$ cat src/rtl/core/ans_pkg.sv
// Package for the adaptive neighborhood support block: widths, item and job structs,
// the back-end state type and the constant tables built at elaboration.
// No dependencies.
package ans_pkg;

  localparam int NBR_CAPACITY_DEF  = 32;
  localparam int CNT_W             = 7;
  localparam int DIST_W            = 32;
  localparam int HALF_W            = DIST_W / 2;
  localparam int DENS_W            = 16;
  localparam int PROD_W            = DENS_W + DIST_W;
  localparam int LIMIT_W           = 37;
  localparam int LIMIT_ENTRIES     = 64;
  localparam int LIMIT_IDX_W       = $clog2(LIMIT_ENTRIES);
  localparam int K_W               = 27;
  localparam int K_ENTRIES         = 65;
  localparam int ROOT_W            = 26;
  localparam int SQ_SRC_W          = 2 * ROOT_W;
  localparam int STEP_W            = $clog2(ROOT_W);
  localparam int SCALE_SH          = 8;
  localparam int QUEUE_DEPTH       = 2;

  localparam logic [63:0]        PI_Q24         = 64'd52707179;
  localparam logic [63:0]        HALF_PI_Q24    = 64'd26353589;
  localparam logic [CNT_W-1:0]   MIN_RANGE      = 7'd3;
  localparam logic [CNT_W-1:0]   FIRST_TEST_POS = 7'd2;
  localparam logic [DENS_W-1:0]  DENSITY_RST    = 16'd1311;

  typedef enum logic {
    CFG_DENSITY      = 1'b0,
    CFG_RADIUS_GIVEN = 1'b1
  } cfg_index_t;

  typedef enum logic [2:0] {
    BK_IDLE,
    BK_MUL,
    BK_SUM,
    BK_ROOT,
    BK_OUT
  } back_state_t;

  typedef struct packed {
    logic [DIST_W-1:0] distance;
    logic              last;
    logic [DIST_W-1:0] given_radius;
  } in_item_t;

  typedef struct packed {
    logic [CNT_W-1:0]  range;
    logic [DIST_W-1:0] support;
    logic [DIST_W-1:0] radius;
    logic              overflow;
  } out_item_t;

  typedef struct packed {
    logic [CNT_W-1:0]  range;
    logic [CNT_W-1:0]  n;
    logic [DIST_W-1:0] distance;
    logic [DIST_W-1:0] given_radius;
    logic              overflow;
  } job_t;

  typedef logic [LIMIT_ENTRIES-1:0][LIMIT_W-1:0] limit_tbl_t;
  typedef logic [K_ENTRIES-1:0][K_W-1:0]         k_tbl_t;

  function automatic logic [63:0] isqrt_c(input logic [63:0] v);
    logic [63:0] root;
    logic [63:0] trial;
    root = '0;
    for (int b = 31; b >= 0; b--) begin
      trial = root | (64'd1 << b);
      if (trial * trial <= v) begin
        root = trial;
      end
    end
    return root;
  endfunction

  function automatic logic [63:0] udiv_c(input logic [63:0] num, input logic [63:0] den);
    logic [63:0] q;
    logic [63:0] r;
    q = '0;
    r = '0;
    for (int b = 63; b >= 0; b--) begin
      r = {r[62:0], num[b]};
      if (r >= den) begin
        r    = r - den;
        q[b] = 1'b1;
      end
    end
    return q;
  endfunction

  // Largest density product p for which index i still passes: p * PI_Q24 < i * 2^56.
  function automatic limit_tbl_t build_limits();
    limit_tbl_t  t;
    logic [63:0] num;
    t = '0;
    for (int i = 1; i < LIMIT_ENTRIES; i++) begin
      num  = (64'(i) << 56) - 64'd1;
      t[i] = LIMIT_W'(num / PI_Q24);
    end
    return t;
  endfunction

  // 4 / (n - sqrt(pi * n) + pi / 2) in Q24 for each neighbor count.
  function automatic k_tbl_t build_k();
    k_tbl_t      t;
    logic [63:0] s;
    logic [63:0] den;
    t = '0;
    for (int n = 0; n < K_ENTRIES; n++) begin
      s    = isqrt_c((PI_Q24 * 64'(n)) << 24);
      den  = (64'(n) << 24) - s + HALF_PI_Q24;
      t[n] = K_W'(udiv_c(64'd1 << 50, den));
    end
    return t;
  endfunction

  localparam limit_tbl_t DENS_LIMIT = build_limits();
  localparam k_tbl_t     K_TABLE    = build_k();

endpackage

$ cat src/rtl/core/ans_front.sv
// Front end: accepts neighbor distances, counts them, runs the density test
// and hands one job per point to the queue. Depends on ans_pkg.
module ans_front
  import ans_pkg::*;
#(
  parameter int NBR_CAPACITY = NBR_CAPACITY_DEF
) (
  input  logic              clk,
  input  logic              rst_n,
  input  logic [DENS_W-1:0] density,
  input  logic              in_valid,
  output logic              in_ready,
  input  in_item_t          in_data,
  output logic              job_valid,
  input  logic              job_ready,
  output job_t              job_data
);

  localparam logic [CNT_W-1:0] CAPACITY = CNT_W'(NBR_CAPACITY);

  typedef struct packed {
    logic [PROD_W-1:0] product;
    logic [CNT_W-1:0]  idx;
    logic              test_en;
    logic              last;
    logic [CNT_W-1:0]  n;
    logic              overflow;
    logic [DIST_W-1:0] distance;
    logic [DIST_W-1:0] given_radius;
  } stage_t;

  logic [CNT_W-1:0] idx_r, idx_nxt;
  logic             too_many_r, too_many_nxt;
  logic             s1_valid_r, s1_valid_nxt;
  stage_t           s1_r, s1_nxt;
  logic             found_r, found_nxt;
  logic [CNT_W-1:0] found_range_r, found_range_nxt;
  logic             accept;
  logic             s1_done;
  logic             room;
  logic             fail;
  logic [CNT_W-1:0] idx_inc;

  assign accept   = in_valid && in_ready;
  assign s1_done  = s1_valid_r && (!s1_r.last || job_ready);
  assign in_ready = !s1_valid_r || s1_done;
  assign room     = idx_r < CAPACITY;
  assign idx_inc  = idx_r + CNT_W'(1);
  assign fail     = s1_r.test_en &&
                    (s1_r.product > PROD_W'(DENS_LIMIT[s1_r.idx[LIMIT_IDX_W-1:0]]));

  always_comb begin
    idx_nxt      = idx_r;
    too_many_nxt = too_many_r;
    s1_valid_nxt = s1_valid_r;
    s1_nxt       = s1_r;
    if (s1_done) begin
      s1_valid_nxt = 1'b0;
    end
    if (accept) begin
      s1_valid_nxt         = 1'b1;
      s1_nxt.product       = PROD_W'(density) * PROD_W'(in_data.distance);
      s1_nxt.idx           = idx_inc;
      s1_nxt.test_en       = room && !in_data.last && (idx_r >= FIRST_TEST_POS) &&
                             (idx_inc < CAPACITY);
      s1_nxt.last          = in_data.last;
      s1_nxt.n             = room ? idx_inc : idx_r;
      s1_nxt.overflow      = too_many_r || !room;
      s1_nxt.distance      = in_data.distance;
      s1_nxt.given_radius  = in_data.given_radius;
      if (in_data.last) begin
        idx_nxt      = '0;
        too_many_nxt = 1'b0;
      end else if (room) begin
        idx_nxt = idx_inc;
      end else begin
        too_many_nxt = 1'b1;
      end
    end
  end

  always_comb begin
    found_nxt       = found_r;
    found_range_nxt = found_range_r;
    if (s1_done) begin
      if (s1_r.last) begin
        found_nxt       = 1'b0;
        found_range_nxt = '0;
      end else if (fail && !found_r) begin
        found_nxt       = 1'b1;
        found_range_nxt = s1_r.idx;
      end
    end
  end

  assign job_valid             = s1_valid_r && s1_r.last;
  assign job_data.range        = found_r ? found_range_r :
                                 ((s1_r.n < MIN_RANGE) ? MIN_RANGE : s1_r.n);
  assign job_data.n            = s1_r.n;
  assign job_data.distance     = s1_r.distance;
  assign job_data.given_radius = s1_r.given_radius;
  assign job_data.overflow     = s1_r.overflow;

  always_ff @(posedge clk) begin
    if (!rst_n) begin
      idx_r         <= '0;
      too_many_r    <= 1'b0;
      s1_valid_r    <= 1'b0;
      found_r       <= 1'b0;
      found_range_r <= '0;
    end else begin
      idx_r         <= idx_nxt;
      too_many_r    <= too_many_nxt;
      s1_valid_r    <= s1_valid_nxt;
      found_r       <= found_nxt;
      found_range_r <= found_range_nxt;
    end
  end

  always_ff @(posedge clk) begin
    s1_r <= s1_nxt;
  end

endmodule

$ cat src/rtl/core/ans_fifo.sv
// Short job queue between the front end and the back end.
// Depends on ans_pkg for the job struct.
module ans_fifo
  import ans_pkg::*;
#(
  parameter int DEPTH = QUEUE_DEPTH
) (
  input  logic clk,
  input  logic rst_n,
  input  logic push_valid,
  output logic push_ready,
  input  job_t push_data,
  output logic pop_valid,
  input  logic pop_ready,
  output job_t pop_data
);

  localparam int PTR_W  = $clog2(DEPTH);
  localparam int FILL_W = $clog2(DEPTH + 1);

  job_t              mem_r [DEPTH];
  logic [PTR_W-1:0]  wr_ptr_r, wr_ptr_nxt;
  logic [PTR_W-1:0]  rd_ptr_r, rd_ptr_nxt;
  logic [FILL_W-1:0] fill_r, fill_nxt;
  logic              push;
  logic              pop;

  assign push_ready = fill_r != FILL_W'(DEPTH);
  assign pop_valid  = fill_r != '0;
  assign pop_data   = mem_r[rd_ptr_r];
  assign push       = push_valid && push_ready;
  assign pop        = pop_valid && pop_ready;

  always_comb begin
    wr_ptr_nxt = wr_ptr_r;
    rd_ptr_nxt = rd_ptr_r;
    fill_nxt   = fill_r;
    if (push) begin
      wr_ptr_nxt = (wr_ptr_r == PTR_W'(DEPTH - 1)) ? '0 : wr_ptr_r + PTR_W'(1);
    end
    if (pop) begin
      rd_ptr_nxt = (rd_ptr_r == PTR_W'(DEPTH - 1)) ? '0 : rd_ptr_r + PTR_W'(1);
    end
    if (push && !pop) begin
      fill_nxt = fill_r + FILL_W'(1);
    end else if (pop && !push) begin
      fill_nxt = fill_r - FILL_W'(1);
    end
  end

  always_ff @(posedge clk) begin
    if (!rst_n) begin
      wr_ptr_r <= '0;
      rd_ptr_r <= '0;
      fill_r   <= '0;
    end else begin
      wr_ptr_r <= wr_ptr_nxt;
      rd_ptr_r <= rd_ptr_nxt;
      fill_r   <= fill_nxt;
    end
  end

  always_ff @(posedge clk) begin
    if (push) begin
      mem_r[wr_ptr_r] <= push_data;
    end
  end

endmodule

$ cat src/rtl/core/ans_back.sv
// Back end: per-point support radius from the count table, two partial
// products and a bit-serial square root, with the output register. Depends on ans_pkg.
module ans_back
  import ans_pkg::*;
(
  input  logic      clk,
  input  logic      rst_n,
  input  logic      radius_given,
  input  logic      job_valid,
  output logic      job_ready,
  input  job_t      job_data,
  output logic      out_valid,
  input  logic      out_ready,
  output out_item_t out_data
);

  localparam int PP_W  = K_W + HALF_W;
  localparam int SUM_W = K_W + DIST_W;
  localparam int REM_W = ROOT_W + 3;

  back_state_t       state_r, state_nxt;
  job_t              job_r, job_nxt;
  logic [K_W-1:0]    k_r, k_nxt;
  logic [PP_W-1:0]   prod_hi_r, prod_hi_nxt;
  logic [PP_W-1:0]   prod_lo_r, prod_lo_nxt;
  logic [SQ_SRC_W-1:0] src_r, src_nxt;
  logic [REM_W-1:0]  rem_r, rem_nxt;
  logic [ROOT_W-1:0] root_r, root_nxt;
  logic [STEP_W-1:0] step_r, step_nxt;
  logic              out_valid_r, out_valid_nxt;
  logic [CNT_W-1:0]  range_r, range_nxt;
  logic [ROOT_W-1:0] support_r, support_nxt;
  logic [DIST_W-1:0] given_r, given_nxt;
  logic              overflow_r, overflow_nxt;
  logic [SUM_W-1:0]  prod_sum;
  logic [REM_W-1:0]  rem_sh;
  logic [REM_W-1:0]  trial;

  assign prod_sum = {prod_hi_r, HALF_W'(0)} + SUM_W'(prod_lo_r);
  assign rem_sh   = {rem_r[ROOT_W:0], src_r[SQ_SRC_W-1 -: 2]};
  assign trial    = REM_W'({root_r, 2'b01});

  always_comb begin
    state_nxt     = state_r;
    job_nxt       = job_r;
    k_nxt         = k_r;
    prod_hi_nxt   = prod_hi_r;
    prod_lo_nxt   = prod_lo_r;
    src_nxt       = src_r;
    rem_nxt       = rem_r;
    root_nxt      = root_r;
    step_nxt      = step_r;
    out_valid_nxt = out_valid_r;
    range_nxt     = range_r;
    support_nxt   = support_r;
    given_nxt     = given_r;
    overflow_nxt  = overflow_r;
    job_ready     = 1'b0;
    if (out_valid_r && out_ready) begin
      out_valid_nxt = 1'b0;
    end
    case (state_r)
      BK_IDLE: begin
        if (job_valid) begin
          job_ready = 1'b1;
          job_nxt   = job_data;
          k_nxt     = K_TABLE[job_data.n];
          state_nxt = BK_MUL;
        end
      end
      BK_MUL: begin
        prod_hi_nxt = PP_W'(job_r.distance[DIST_W-1:HALF_W]) * PP_W'(k_r);
        prod_lo_nxt = PP_W'(job_r.distance[HALF_W-1:0]) * PP_W'(k_r);
        state_nxt   = BK_SUM;
      end
      BK_SUM: begin
        src_nxt   = SQ_SRC_W'(prod_sum[SUM_W-1:SCALE_SH]);
        rem_nxt   = '0;
        root_nxt  = '0;
        step_nxt  = '0;
        state_nxt = BK_ROOT;
      end
      BK_ROOT: begin
        src_nxt = {src_r[SQ_SRC_W-3:0], 2'b00};
        if (rem_sh >= trial) begin
          rem_nxt  = rem_sh - trial;
          root_nxt = {root_r[ROOT_W-2:0], 1'b1};
        end else begin
          rem_nxt  = rem_sh;
          root_nxt = {root_r[ROOT_W-2:0], 1'b0};
        end
        if (step_r == STEP_W'(ROOT_W - 1)) begin
          state_nxt = BK_OUT;
        end else begin
          step_nxt = step_r + STEP_W'(1);
        end
      end
      BK_OUT: begin
        if (!out_valid_r || out_ready) begin
          out_valid_nxt = 1'b1;
          range_nxt     = job_r.range;
          support_nxt   = root_r;
          given_nxt     = job_r.given_radius;
          overflow_nxt  = job_r.overflow;
          state_nxt     = BK_IDLE;
        end
      end
      default: begin
        state_nxt = BK_IDLE;
      end
    endcase
  end

  assign out_valid         = out_valid_r;
  assign out_data.range    = range_r;
  assign out_data.support  = DIST_W'(support_r);
  assign out_data.radius   = radius_given ? given_r : DIST_W'(support_r);
  assign out_data.overflow = overflow_r;

  always_ff @(posedge clk) begin
    if (!rst_n) begin
      state_r     <= BK_IDLE;
      step_r      <= '0;
      out_valid_r <= 1'b0;
    end else begin
      state_r     <= state_nxt;
      step_r      <= step_nxt;
      out_valid_r <= out_valid_nxt;
    end
  end

  always_ff @(posedge clk) begin
    job_r      <= job_nxt;
    k_r        <= k_nxt;
    prod_hi_r  <= prod_hi_nxt;
    prod_lo_r  <= prod_lo_nxt;
    src_r      <= src_nxt;
    rem_r      <= rem_nxt;
    root_r     <= root_nxt;
    range_r    <= range_nxt;
    support_r  <= support_nxt;
    given_r    <= given_nxt;
    overflow_r <= overflow_nxt;
  end

endmodule

$ cat src/rtl/core/adaptive_neighborhood_support.sv
// Top level of the adaptive neighborhood support block: configuration registers,
// front end, job queue and back end. Depends on ans_pkg, ans_front, ans_fifo, ans_back.
//
// Usage: the input channel carries one squared neighbor distance per transaction,
// nearest first, and the transaction with last set closes the point. Each closed
// point yields one result transaction with the range, the support radius, the point
// radius and the overflow flag. Configuration (density threshold, radius source) is
// written through cfg_we, cfg_index and cfg_wdata while the block is idle.
// Throughput: the front end takes one distance per cycle while the job queue has room.
// The back end handles one point at a time (count table lookup, two 16 x 27 partial
// products, a sum and 26 steps of the bit-serial square root, then the output load),
// so short points are paced by the back end once the two-entry queue fills.
// With no stall, the last distance passes the stage register, the queue and the back end.
// Reset clears the neighbor count, the range search, the queue and the output
// register, and loads the density threshold 0.02 with the support as radius.
// When the receiver stalls, the result holds in the output register, the back end
// waits with its next result, and the queue then fills and stalls the input.
module adaptive_neighborhood_support
  import ans_pkg::*;
#(
  parameter int NBR_CAPACITY = NBR_CAPACITY_DEF
) (
  input  logic              clk,
  input  logic              rst_n,
  input  logic              cfg_we,
  input  cfg_index_t        cfg_index,
  input  logic [DENS_W-1:0] cfg_wdata,
  input  logic              in_valid,
  output logic              in_ready,
  input  in_item_t          in_data,
  output logic              out_valid,
  input  logic              out_ready,
  output out_item_t         out_data
);

  logic [DENS_W-1:0] density_r, density_nxt;
  logic              radius_given_r, radius_given_nxt;
  logic              f_job_valid;
  logic              f_job_ready;
  job_t              f_job_data;
  logic              b_job_valid;
  logic              b_job_ready;
  job_t              b_job_data;

  always_comb begin
    density_nxt      = density_r;
    radius_given_nxt = radius_given_r;
    if (cfg_we) begin
      case (cfg_index)
        CFG_DENSITY:      density_nxt      = cfg_wdata;
        CFG_RADIUS_GIVEN: radius_given_nxt = cfg_wdata[0];
        default:          density_nxt      = density_r;
      endcase
    end
  end

  always_ff @(posedge clk) begin
    if (!rst_n) begin
      density_r      <= DENSITY_RST;
      radius_given_r <= 1'b0;
    end else begin
      density_r      <= density_nxt;
      radius_given_r <= radius_given_nxt;
    end
  end

  ans_front #(
    .NBR_CAPACITY(NBR_CAPACITY)
  ) u_front (
    .clk       (clk),
    .rst_n     (rst_n),
    .density   (density_r),
    .in_valid  (in_valid),
    .in_ready  (in_ready),
    .in_data   (in_data),
    .job_valid (f_job_valid),
    .job_ready (f_job_ready),
    .job_data  (f_job_data)
  );

  ans_fifo #(
    .DEPTH(QUEUE_DEPTH)
  ) u_fifo (
    .clk        (clk),
    .rst_n      (rst_n),
    .push_valid (f_job_valid),
    .push_ready (f_job_ready),
    .push_data  (f_job_data),
    .pop_valid  (b_job_valid),
    .pop_ready  (b_job_ready),
    .pop_data   (b_job_data)
  );

  ans_back u_back (
    .clk          (clk),
    .rst_n        (rst_n),
    .radius_given (radius_given_r),
    .job_valid    (b_job_valid),
    .job_ready    (b_job_ready),
    .job_data     (b_job_data),
    .out_valid    (out_valid),
    .out_ready    (out_ready),
    .out_data     (out_data)
  );

  assert property (@(posedge clk) disable iff (!rst_n)
    out_valid |-> (out_data.range >= MIN_RANGE) &&
                  (out_data.range <= CNT_W'(NBR_CAPACITY)))
    else $error("Result range outside the neighbor capacity.");

  assert property (@(posedge clk) disable iff (!rst_n)
    out_valid |-> (out_data.support[DIST_W-1:ROOT_W] == '0))
    else $error("Support radius wider than the square root result.");

  assert property (@(posedge clk) disable iff (!rst_n)
    (out_valid && !radius_given_r) |-> (out_data.radius == out_data.support))
    else $error("Radius differs from support while support is selected.");

  assert property (@(posedge clk) disable iff (!rst_n)
    !in_ready |-> (f_job_valid && !f_job_ready))
    else $error("Input stalled without a full job queue.");

endmodule
$ cat config.mk
export PLATFORM = sky130hd
export DESIGN_NAME = adaptive_neighborhood_support
export DESIGN_NICKNAME = d
export VERILOG_FILES = /design/src/rtl/core/ans_pkg.sv /design/src/rtl/core/ans_front.sv /design/src/rtl/core/ans_fifo.sv /design/src/rtl/core/ans_back.sv /design/src/rtl/core/adaptive_neighborhood_support.sv
export SDC_FILE = /design/constraint.sdc
export NUM_CORES = 2
export LEC_CHECK = 0
export ABC_AREA = 1
export BUFFER_PORTS_ARGS = -buffer_cell sky130_fd_sc_hd__buf_2
export CAP_MARGIN = 20
export CORE_MARGIN = 2
export CORE_UTILIZATION = 35
export DETAILED_ROUTE_END_ITERATION = 10
export GPL_TIMING_DRIVEN = 0
export PLACE_DENSITY_LB_ADDON = 0.1
export RECOVER_POWER = 50
export SYNTH_ARGS = -nofsm -noshare
export SYNTH_HDL_FRONTEND = slang
export SYNTH_SLANG_ARGS = --single-unit
$ cat constraint.sdc
create_clock -name clk -period 15.1 [get_ports clk]
set_input_delay 1.51 -clock clk [delete_from_list [all_inputs] [get_ports clk]]
set_output_delay 1.51 -clock clk [all_outputs]
set_load 0.1 [all_outputs]
# Word-level counts from Yosys, hierarchy flattened
# Memory sizes are Yosys's and may differ from the RTL's. A register that Yosys moved wholly into a read port is not among the register bits.
# Cells that the tools add are included.
dict set report op_classes {
  n_bitwise 1
  mul 3
  mux 39
  n_eq_ne 11
  n_reduce_logical 39
  addsub 8
  n_lt_le_gt_ge 7
}
# op n
set ops {}
lappend ops {{52-bit one-hot mux with 2 select lines} 1}
lappend ops {{16-bit by 27-bit multiplier with 43-bit output} 2}
lappend ops {{59-bit by 43-bit adder with 59-bit output} 1}
lappend ops {{27-bit one-hot mux with 2 select lines} 1}
lappend ops {{26-bit one-hot mux with 2 select lines} 1}
lappend ops {{48-bit by 37-bit greater-than comparator with 1-bit output} 1}
lappend ops {{16-bit by 32-bit multiplier with 48-bit output} 1}
lappend ops {{7-bit 2-to-1 mux} 6}
lappend ops {{37-bit 2-to-1 mux} 1}
lappend ops {{32-bit 2-to-1 mux} 1}
lappend ops {{29-bit by 28-bit >= comparator with 1-bit output} 1}
lappend ops {{27-bit 2-to-1 mux} 1}
lappend ops {{27-bit subtractor} 1}
lappend ops {{1-bit 2-to-1 mux} 18}
lappend ops {{3-bit one-hot mux with 5 select lines} 1}
lappend ops {{7-bit by 6-bit < comparator with 1-bit output (second input constant)} 2}
lappend ops {{2-bit AND reduction} 7}
lappend ops {{1-bit logical AND} 13}
lappend ops {{5-bit one-hot mux with 2 select lines} 1}
lappend ops {{2-bit nonzero test} 5}
lappend ops {{3-bit 2-to-1 mux} 3}
lappend ops {{1-bit logical NOT} 8}
lappend ops {{2-bit != test (second input constant)} 4}
lappend ops {{7-bit by 1-bit adder with 7-bit output (second input constant)} 1}
lappend ops {{other kinds (19)} 26}
dict set report word_totals {
  input_bits 87
  output_inout_bits 74
  rom_bits 5824
  mem_bits_rw 158
  reg_bits 505
  n_memories 3
  wordCells 145
}
# memory depth width read_ports rd_clocked_by_memory_dff wr line_no
set mem_list {}
lappend mem_list {{(no name shown)} 128 27 1 1 0 ans_back.sv:67} ;# k_nxt = K_TABLE[job_data.n];
lappend mem_list {{(no name shown)} 64 37 1 1 0 ans_front.sv:50} ;# (s1_r.product > PROD_W'(DENS_LIMIT[s1_r.idx[LIMIT_IDX_W-1:0]]));
lappend mem_list {u_fifo.mem_r 2 79 1 1 1 ans_fifo.sv:21} ;# job_t mem_r [DEPTH];

# Longest topological paths before layout
dict set report logic_depth {
  word_depth 7
  ltp_mapped 29
  ltp_nobuf 27
}

# Modules after synthesis
# A second synthesis with hierarchy kept.
dict set report unflattened {
  hier_cells 9614
  area_unflattened_um2 80394.6
}
# mod cells_per_inst seq_area_each_um2 instances area_per_inst_um2
set by_module_without_submodules {}
lappend by_module_without_submodules {ans_back 5914 10630.2 1 47370.4}
lappend by_module_without_submodules {ans_front 3321 4954.8 1 26334.0}
lappend by_module_without_submodules {ans_fifo 283 4844.6 1 5975.7}
lappend by_module_without_submodules {adaptive_neighborhood_support 96 340.3 1 714.4}

# Least setup slack after synthesis
# Ideal clock, no wire load.
dict set report synth_timing {
  path_type {register to register}
  from {reg u_back.state_r[0]}
  to {reg u_fifo.fill_r[1]}
  stages_incl_launch_ff 10
  setup_slack_ps 5769
  required_time_ps 14978
  arrival_time_ps 9209
  period_less_slack_ps 9331
  path_buffers 0
  cell_sequence {dfxtp_1 -> nor2_1 -> inv_1 -> a211oi_1 -> inv_1 -> ha_1 -> a21oi_1 -> o21ai_0 -> o21ai_0 -> a21oi_1}
}
dict set report synth_via {
  elab_chain_len 6
  word_cells_on_any_way 8
}
# element line_no
set synth_lines {}
lappend synth_lines {{start: declaration} ans_back.sv:21} ;# back_state_t state_r, state_nxt;
lappend synth_lines {{start signal: assignment} ans_back.sv:126} ;# state_r <= state_nxt;
lappend synth_lines {{3-bit logical NOT *} ans_back.sv:62} ;# case (state_r)
lappend synth_lines {{1-bit 2-to-1 mux *} ans_back.sv:62}
lappend synth_lines {{net b_job_ready} adaptive_neighborhood_support.sv:42} ;# logic b_job_ready;
lappend synth_lines {{1-bit logical AND *} ans_fifo.sv:32} ;# assign pop = pop_valid && pop_ready;
lappend synth_lines {{1-bit logical NOT} ans_fifo.sv:44} ;# if (push && !pop) begin
lappend synth_lines {{1-bit logical AND} ans_fifo.sv:44}
lappend synth_lines {{2-bit 2-to-1 mux / 2-bit nonzero test (equally long branches)} -}
lappend synth_lines {{end signal: assignment} ans_fifo.sv:59} ;# fill_r <= fill_nxt;
lappend synth_lines {{end: declaration} ans_fifo.sv:24} ;# logic [FILL_W-1:0] fill_r, fill_nxt;
# The timed path passes the listed nets; every way through them passes the cells marked *.
# A chain may end at the register's enable or synchronous reset.

==> flow_summary.yaml <==
run_status:
  status: "finished with violations"
  violations: "capacitance limit, slew limit"
place:
  finalWeightedCongestion: 0.9863
  portBuffers: 154
  dp_hpwl_um: 236200
  pre_cts_slack_ns: 6.550
clock_tree:
  cts_setup_buffers: 0
  htree_levels: 3
  tritoncts: "yes"
  path_clk_slew_ns: 0.06
  numCtsBuffers: 87
  clk_latency_ns: 0.76
  cts_resized: 0
  root_buffer: "clkbuf_16"
  hold_buffers: 0
  cts_buffer_depth: 3
  cts_num_sinks: 720
logic_synthesis:
  yosysTopAreaCell: "fa_1"
  ys_seq_elements: 720
  synth_top_area_share_pct: 28.24
  synth_top_cells_by_area: "fa_1, edfxtp_1, nand2_1, inv_1, ha_1"
  syn_avg_cell_area_um2: 8.395
  ys_types: 66
  synth_edf_count: 635
  synth-main-ff-cell: "edfxtp_1"
  synth-async-reset-ratio_pct: 0
  synth_common_cells: "nand2_1, inv_1, fa_1"
  yosys_warnings: 0
  syn_area_um2: 78970
  yosysSeqAreaShare_pct: 26.30
  synthCells: 9407
  yosysMostFrequentCell: "nand2_1"
routing:
  vias_per_cell: 4.937
  highest_layer: "met5"
  drtAntennaViolNets: 0
  wl_met1_um: 120000
  wl_per_cell_um: 22.48
  wl_um: 286700
  drt_first_iter_violations: 4977
  drcViolationCount: 0
  met2_length_um: 137300
  met3_length_um: 15680
  drt_first_pass_iters: 8
  num_vias: 62970
floorplanning:
  fp.dieH_um: 479
  die_area_um2: 229400
  rows: 174
  start_util_pct: 35.18
  boundaryPins: 161
  chipWidth_um: 479
  core_um2: 224500
worst_setup_path:
  worstSetupPathType: "flop to flop"
  crit_buf_inv: 4
  arrival_ns: 9.13
  critPathRequiredTime_ns: 15.66
  endpoint_kind: "flop"
  slowest_stage: "clkbuf_1"
  critPathMaxFanout: 87
  path_depth: 11
  crit_chain: "inv_1, nor2_1, nand3_1, nand2_1, clkinvlp_2, clkbuf_1, nand2_1, o21ai_4, clkbuf_1, a21oi_1, o21ai_1"
  max_stage_delay_ns: 3.66
  critPathLaunchType: "flop"
  reg2regPathDepth: 11
  ff2ff_setup_slack_ns: 6.53
  critPathTopFamily: "buffers and inverters"
job:
  drv_cap: 7
global_route:
  grt_pass1_wl_um: 423500
  antenna_found_initial: 13
  grt_max_degree: 88
  grt_pass1_vias: 65050
  grt-ovfl-total: 0
  grt_use_total_pct: 24.92
worst_hold_path:
  hp-class: "flop to flop"
  holdPathStages: 0
sta:
  hold_slack_ns: 0.4088
  fin_ws_ns: 6.532
  fmax_ghz: 0.1167
  skew_ns: 0.06002
  hold_violations: 0
  rsz0062_at_grt: "no"
  finalSetupViolations: 0
  tightest_slew_ns: 5.165
  fin_crit_ns: 8.568
  final.period_utilization_pct: 56.74
  maxSlewHeadroom_pct: -244.4
  finalMaxSlewViolations: 244
final_layout:
  nNetsFinal: 11360
  syn_to_final_growth_pct: 9.582
  drive_above_1_share_pct: 3.801
  final_util_pct: 38.55
final cells by class:
class,instances,area [µm²]
Fill cell,23420,137900
Buffer,406,1623
Inverter,2235,8391
Antenna cell,2,5.005
Clock buffer,113,2327
Timing Repair Buffer,190,1077
Multi-Input combinational cell,6051,48160
Sequential cell,720,20770
Tap cell,2992,3744
Clock inverter,45,439.2
cell usage in the layout (no fill, tap or decap), drive strengths merged, types with 38 or more instances in the layout:
cell type  synthesis  layout
nand2           2568    2568
inv             2234    2238
fa              1114    1114
edfxtp           635     635
clkbuf           349     518
nor2             468     468
ha               464     464
a21oi            341     341
o21ai            334     334
nand3            221     221
buf               57     191
xor2              95      95
dfxtp             85      85
nor3              67      67
xnor2             60      60
a31oi             38      38
state kept, by name, summed over array words and instances, names as in the netlist, 16 cells and up, named ones only:
signal and count:
u_fifo.mem_r 158, u_back.job_r 72, u_front.job_data 72, u_front.s1_r 57
u_back.src_r 52, u_back.prod_hi_r 43, u_back.prod_lo_r 35, u_back.given_r 32
u_back.k_r 27, u_back.rem_r 27, u_back.root_r 26, u_back.support_r 26
density_r 16
path summary, 6_finish.rpt:
path,end,startpoint
worst min register to register,u_back.given_r[9]$_DFFE_PP_,u_back.job_r[10]$_DFFE_PP_
worst max-delay path,flop,u_fifo.fill_r[1]$_SDFFE_PN0P_
worst min-delay path,u_back.given_r[9]$_DFFE_PP_,u_back.job_r[10]$_DFFE_PP_
worst max register to register,flop,u_fifo.fill_r[1]$_SDFFE_PN0P_
cell families (layout without fill, tap and decap cells):
logic type | count (synthesis) | in the layout | synth area share (%)
other | 1 | 8 | 0.004749
buffers and inverters | 2641 | 2989 | 12.69
flip-flops | 720 | 720 | 26.30
AND/OR/NAND/NOR | 3400 | 3400 | 16.98
XOR/XNOR | 155 | 155 | 1.729
AO/OA/AOI/OAI | 884 | 884 | 6.308
multiplexers | 28 | 28 | 0.3993
adder cells (fa/ha/maj) | 1578 | 1578 | 35.59
metal layers:
metal	vias up	GRT usage (%)
met3	450	3.285
met4	2	10.27
met5	-	0
met2	1997	42.09
li1	28950	-
met1	31570	32.15
stage by stage:
stage / setup TNS [ns] / instance area, µm² / instances
after floorplan: 0 / 78990 / 9412
after global placement: -0.7204 / 83500 / 12560
after detailed placement: 0 / 84060 / 12590
after CTS: 0 / 86830 / 12750
after global routing: 0 / 86530 / 12750
final: 0 / 86540 / 12750
Power is left out: the tool's default activity adds up to more than one toggle a clock period on the data nets, which glitch-free logic cannot reach.
